===== src/rtl/glcc_pkg.sv =====
// Shared types, codes and constants of the grid line collision check unit.
package glcc_pkg;

    // Default grid side, in cells.
    localparam int MaxSideDefault = 256;

    // Width of the shared iterative divider.
    localparam int DW = 36;

    // Last iteration counts of the square and square-root loops.
    localparam int SqLast = 32;
    localparam int RtLast = 33;

    // Register indexes on the configuration port.
    typedef enum logic [2:0] {
        REG_THRESHOLD = 3'd0,
        REG_ALLOW_UNK = 3'd1,
        REG_CSTEP     = 3'd2,
        REG_CSIZE     = 3'd3,
        REG_ORIGIN_X  = 3'd4,
        REG_ORIGIN_Y  = 3'd5,
        REG_MWIDTH    = 3'd6,
        REG_MHEIGHT   = 3'd7
    } reg_idx_t;

    // Result status codes.
    localparam logic [1:0] ST_CLEAR   = 2'd0;
    localparam logic [1:0] ST_BLOCKED = 2'd1;
    localparam logic [1:0] ST_UNKNOWN = 2'd2;
    localparam logic [1:0] ST_OUT     = 2'd3;

    // Special cost codes.
    localparam logic signed [7:0] COST_UNKNOWN = -8'sd1;
    localparam logic signed [7:0] COST_OUT     = -8'sd2;

    // Input item modes.
    localparam logic MODE_WRITE = 1'b0;

    // Datapath operations issued by the controller.
    typedef enum logic [4:0] {
        OP_NONE,
        OP_CLEAR,
        OP_WRITE,
        OP_LOAD,
        OP_SQ,
        OP_SQ_B_INIT,
        OP_RT_INIT,
        OP_RT,
        OP_DIV_K,
        OP_N1,
        OP_QX,
        OP_QY,
        OP_DIV_X,
        OP_CX,
        OP_CY,
        OP_READ,
        OP_EVAL
    } op_t;

    typedef struct packed {
        op_t op;
    } cmd_t;

    typedef struct packed {
        logic clr_last;
        logic sq_last;
        logic rt_last;
        logic div_busy;
        logic final_sample;
    } sts_t;

    typedef struct packed {
        logic [6:0]         threshold;
        logic               allow_unk;
        logic [30:0]        cstep;
        logic [30:0]        csize;
        logic signed [31:0] origin_x;
        logic signed [31:0] origin_y;
        logic [8:0]         mwidth;
        logic [8:0]         mheight;
    } cfg_t;

    typedef struct packed {
        logic               mode;
        logic [15:0]        cell_index;
        logic signed [7:0]  cell_value;
        logic signed [31:0] start_x;
        logic signed [31:0] start_y;
        logic signed [31:0] goal_x;
        logic signed [31:0] goal_y;
    } item_t;

endpackage


===== src/rtl/glcc_ctrl.sv =====
// Controller: sequences the clearing pass, cell writes and line walks.
module glcc_ctrl (
    input  logic            aclk,
    input  logic            aresetn,
    input  logic            s_tvalid,
    input  logic            s_mode,
    output logic            s_tready,
    output logic            m_tvalid,
    input  logic            m_tready,
    input  glcc_pkg::sts_t  sts,
    output glcc_pkg::cmd_t  cmd
);

    typedef enum logic [4:0] {
        S_CLEAR, S_IDLE, S_SQ_A, S_SQ_B_INIT, S_SQ_B, S_RT_INIT, S_RT,
        S_K_START, S_K_WAIT, S_N1, S_QX_WAIT, S_QX, S_QY_WAIT, S_QY,
        S_CX_START, S_CX_WAIT, S_CX, S_CY_WAIT, S_CY, S_RD, S_EVAL
    } state_t;

    state_t state_reg, state_next;
    logic   out_valid_reg;
    logic   out_free;

    assign out_free = !out_valid_reg || m_tready;

    // Next state and operation decode.
    always_comb begin
        state_next = state_reg;
        cmd.op     = glcc_pkg::OP_NONE;
        unique case (state_reg)
            S_CLEAR: begin
                cmd.op = glcc_pkg::OP_CLEAR;
                if (sts.clr_last) state_next = S_IDLE;
            end
            S_IDLE: begin
                if (s_tvalid) begin
                    if (s_mode == glcc_pkg::MODE_WRITE) begin
                        cmd.op = glcc_pkg::OP_WRITE;
                    end else begin
                        cmd.op     = glcc_pkg::OP_LOAD;
                        state_next = S_SQ_A;
                    end
                end
            end
            S_SQ_A: begin
                cmd.op = glcc_pkg::OP_SQ;
                if (sts.sq_last) state_next = S_SQ_B_INIT;
            end
            S_SQ_B_INIT: begin
                cmd.op     = glcc_pkg::OP_SQ_B_INIT;
                state_next = S_SQ_B;
            end
            S_SQ_B: begin
                cmd.op = glcc_pkg::OP_SQ;
                if (sts.sq_last) state_next = S_RT_INIT;
            end
            S_RT_INIT: begin
                cmd.op     = glcc_pkg::OP_RT_INIT;
                state_next = S_RT;
            end
            S_RT: begin
                cmd.op = glcc_pkg::OP_RT;
                if (sts.rt_last) state_next = S_K_START;
            end
            S_K_START: begin
                cmd.op     = glcc_pkg::OP_DIV_K;
                state_next = S_K_WAIT;
            end
            S_K_WAIT: begin
                if (!sts.div_busy) state_next = S_N1;
            end
            S_N1: begin
                cmd.op     = glcc_pkg::OP_N1;
                state_next = S_QX_WAIT;
            end
            S_QX_WAIT: begin
                if (!sts.div_busy) state_next = S_QX;
            end
            S_QX: begin
                cmd.op     = glcc_pkg::OP_QX;
                state_next = S_QY_WAIT;
            end
            S_QY_WAIT: begin
                if (!sts.div_busy) state_next = S_QY;
            end
            S_QY: begin
                cmd.op     = glcc_pkg::OP_QY;
                state_next = S_CX_START;
            end
            S_CX_START: begin
                cmd.op     = glcc_pkg::OP_DIV_X;
                state_next = S_CX_WAIT;
            end
            S_CX_WAIT: begin
                if (!sts.div_busy) state_next = S_CX;
            end
            S_CX: begin
                cmd.op     = glcc_pkg::OP_CX;
                state_next = S_CY_WAIT;
            end
            S_CY_WAIT: begin
                if (!sts.div_busy) state_next = S_CY;
            end
            S_CY: begin
                cmd.op     = glcc_pkg::OP_CY;
                state_next = S_RD;
            end
            S_RD: begin
                cmd.op     = glcc_pkg::OP_READ;
                state_next = S_EVAL;
            end
            S_EVAL: begin
                // Results are written only once the output register is free.
                if (out_free) begin
                    cmd.op     = glcc_pkg::OP_EVAL;
                    state_next = sts.final_sample ? S_IDLE : S_CX_START;
                end
            end
            default: begin
                state_next = S_IDLE;
            end
        endcase
    end

    // State and output valid.
    always_ff @(posedge aclk) begin
        if (!aresetn) begin
            state_reg     <= S_CLEAR;
            out_valid_reg <= 1'b0;
        end else begin
            state_reg <= state_next;
            if (state_reg == S_EVAL && out_free && sts.final_sample) begin
                out_valid_reg <= 1'b1;
            end else if (m_tready) begin
                out_valid_reg <= 1'b0;
            end
        end
    end

    assign s_tready = (state_reg == S_IDLE);
    assign m_tvalid = out_valid_reg;

endmodule


===== config.mk =====
export PLATFORM = sky130hd
export DESIGN_NAME = glcc_ctrl
export DESIGN_NICKNAME = d
export VERILOG_FILES = /design/src/rtl/glcc_pkg.sv /design/src/rtl/glcc_ctrl.sv
export SDC_FILE = /design/constraint.sdc
export NUM_CORES = 1
export LEC_CHECK = 0
export ABC_AREA = 0
export BUFFER_PORTS_ARGS = -buffer_cell sky130_fd_sc_hd__buf_2
export CAP_MARGIN = 25
export CORE_MARGIN = 2
export CORE_UTILIZATION = 50
export DETAILED_ROUTE_END_ITERATION = 12
export GPL_ROUTABILITY_DRIVEN = 0
export PLACE_DENSITY = 0.83
export SLEW_MARGIN = 10
export SYNTH_ARGS = -nofsm -noshare
export SYNTH_HDL_FRONTEND = slang
export SYNTH_SLANG_ARGS = --single-unit
export TNS_END_PERCENT = 30

===== constraint.sdc =====
create_clock -name aclk -period 1.9 [get_ports aclk]
set_input_delay 0.38 -clock aclk [delete_from_list [all_inputs] [get_ports aclk]]
set_output_delay 0.38 -clock aclk [all_outputs]
set_load 0.01 [all_outputs]

==> summary.txt <==
Status
  – Outcome: finished with violations
  – Failing checks: negative setup slack

Place
  – Port bufs: 16
  – HPWL after detailed placement: 1390 um
  – DP Area: 835 um^2

Layout
  – Area delta synth->final: 17.6%
  – Max reg flops: 5
  – Nets@finish: 130
  – Finished Cell Area: 886 um^2
  – Diode count: 0
  – Fill cells: 128
  – Layout cells sized above 1: 0.364

Timing
  – Slew @ Worst Pin: 0.322 ns
  – Fmax: 0.519 GHz
  – Crit path time final: 1.93 ns
  – Final setup margin: -0.0253 ns
  – Worst slew margin: 0.780
  – Skew final: 0.00625 ns
  – Final Hold Fails: 0
  – Final setup fails: 1
  – Final slew viol count: 0
  – Period utilization: 1.01

Logic synthesis
  – Net Count, Synth: 111
  – Post-synth EDFFs: 0
  – Sequential area share after synthesis: 0.159
  – List of most frequent post-synthesis cells: nand2_1, nor2_1, inv_1, mux2i_1, o21ai_0
  – Mapped cell area: 753 um^2
  – Syn_area_per_cell: 7.46 um^2
  – Mapped Cells: 101
  – Netlist cell types: 37
  – Main flop type after synthesis: dfxtp_1
  – FFs w/ async S/R, synth: 0
  – Synth top area share: 0.159
  – Cell taking the most area after synthesis: dfxtp_1
  – FF+latch count, synth: 6
  – Syn. warnings: 0
  – Top cells by area, synth: dfxtp_1, mux2i_1, o21ai_0, nand2_1, nor2_1

Route
  – Final ANT Viol Nets: 0
  – Drt drc: 0
  – Final wirelength: 1970 um
  – Vias: 839
  – First-pass iteration count of the detailed router: 4
  – Via/cell ratio: 6.26
  – WL/cell: 14.7 um
  – DRT iter0 DRCs: 43

Clock tree
  – CTS tree: yes
  – H-tree depth: 1
  – Clk root buf: clkbuf_4
  – Clock-pin slew on the worst setup and hold paths: 0.04 ns
  – Clock sink count: 6
  – Hold buffer count at CTS: 0
  – CTS buffer count: 3
  – Worst-Skew Late Latency: 0.24 ns
  – CTS max path bufs: 2

Critical path
  – Critical Path Max Stage Delay: 0.38 ns
  – Slowest CP cell: dfxtp_4
  – Critical path endpoint category: output port
  – Critical Path AT: 1.55 ns
  – Reg-to-reg slack, setup: 0.27 ns
  – CP Max Fanout: 13
  – Crit start category: register
  – Cell breakdown of the critical path: and2b_2 > inv_1 > o21ai_0 > a21oi_1 > o21ai_1 > buf_2
  – Crit path kind: register to output port
  – WP data required: 1.52 ns

Floorplan
  – Die height: 42.8 um
  – Row cnt: 14
  – Starting Density: 0.518
  – Die area: 1830 um^2
  – Core ar.: 1450 um^2
  – Number of top-level pins: 17
  – DIE WIDTH: 42.8 um

GRT
  – First-pass GRT wire length: 3140 um
  – Vias in the first global route: 748
  – Met2 Use GR: 0.388
  – All-layer global routing usage: 0.220
  – Initial antenna violation count: 0
  – GRT busiest layer: met2
  – Gr ovfl total: 0
  – GRT met3 Usage: 0.0468
  – Met1 Use GR: 0.256
  – Largest net degree at the start of global routing: 21

Pwr
  – Leak Pwr: 0.370 nW
  – PD cells: 423 nW/um^2
  – Overall power: 0.374 mW
  – Maximum vdd drop: 0.324 mV

Run
  – Max_cap viols: 0

Hold path
  – HP Class: primary input to register
power by group:
part	leakage (nW)	switching, mW	internal (mW)	total, mW
clock	0.0138	0.0445	0.0714	0.116
sequential	0.0513	0.0116	0.128	0.140
combinational	0.304	0.0640	0.0549	0.119
worst max-delay path, delay by kind of cell (launching register included):
kind            cells  cell delay (ns)
flops               1             0.38
compound gates      3             0.49
buf+inv             2             0.19
simple gates        1             0.24
cell families (layout without fill, tap and decap cells):
logic type / after synthesis / after routing / share of synthesized area
AND/OR/NAND/NOR: 39 / 39 / 0.309
AO/OA/AOI/OAI: 31 / 31 / 0.291
buffers and inverters: 17 / 34 / 0.136
multiplexers: 7 / 7 / 0.0930
flip-flops: 6 / 6 / 0.159
XOR/XNOR: 1 / 1 / 0.0116
what timing repair did:
item / CTS / global route
setup endpoints to repair: 4 / 5
buffers inserted: 0 / 2
resized for setup: 3 / 8
gates cloned: 0 / 0
layout make-up:
type | count | area [um^2] | share of cell area
repair buffers | 24 | 153 | 0.172
flip-flops and latches | 6 | 133 | 0.150
multi-input cells | 78 | 532 | 0.600
inverters | 7 | 26.3 | 0.0297
clock buffers | 3 | 22.5 | 0.0254
well taps | 16 | 20.0 | 0.0226
path summary, 6_finish.rpt:
check,from,endpoint,depth (start not counted)
worst min-delay path,aresetn,state_reg[1],3
worst max-delay path,state_reg[3],cmd[1],6
worst max register to register,state_reg[3],state_reg[1],6
worst min register to register,state_reg[2],state_reg[2],2
cell usage in the layout (no fill, tap or decap), types with 2 or more instances in the layout:
master    Yosys  routed
nor2_1        9       9
dfxtp_4       0       3
o31ai_1       3       3
nand2_1       9       9
buf_4         3       7
nor4b_1       2       2
o22ai_1       2       2
nor3_1        3       3
inv_1         7       6
mux2i_1       7       7
a31oi_1       2       2
nand4_1       2       2
dfxtp_1       6       2
clkbuf_4      0       3
a32oi_1       3       3
nor2_2        2       2
nand3_1       2       2
o21ai_0       7       5
a21oi_1       6       6
and2b_2       2       2
buf_2         4      16
o21ai_1       0       2
metrics by stage:
step	std cells	hold WS [ns]	utilization	worst slack (ns)	TNS, ns
floorplan	101	0.527	-	0.375	0
global placement	129	0.529	0.574	0.200	0
detailed placement	129	0.533	0.574	0.169	0
CTS	132	0.431	0.592	-0.0347	-0.0347
global route	134	0.434	0.609	-0.105	-0.125
finish	134	0.447	0.609	-0.0253	-0.0253
layer usage:
metal / share of wire / wire length, um / vias up
met4: 0.021 / 42 / 0
li1: - / - / 410
met2: 0.51 / 1000 / 35
met3: 0.055 / 109 / 4
met1: 0.41 / 812 / 390
met5: 0 / 0 / -
Power figures use the tool's default switching activity.
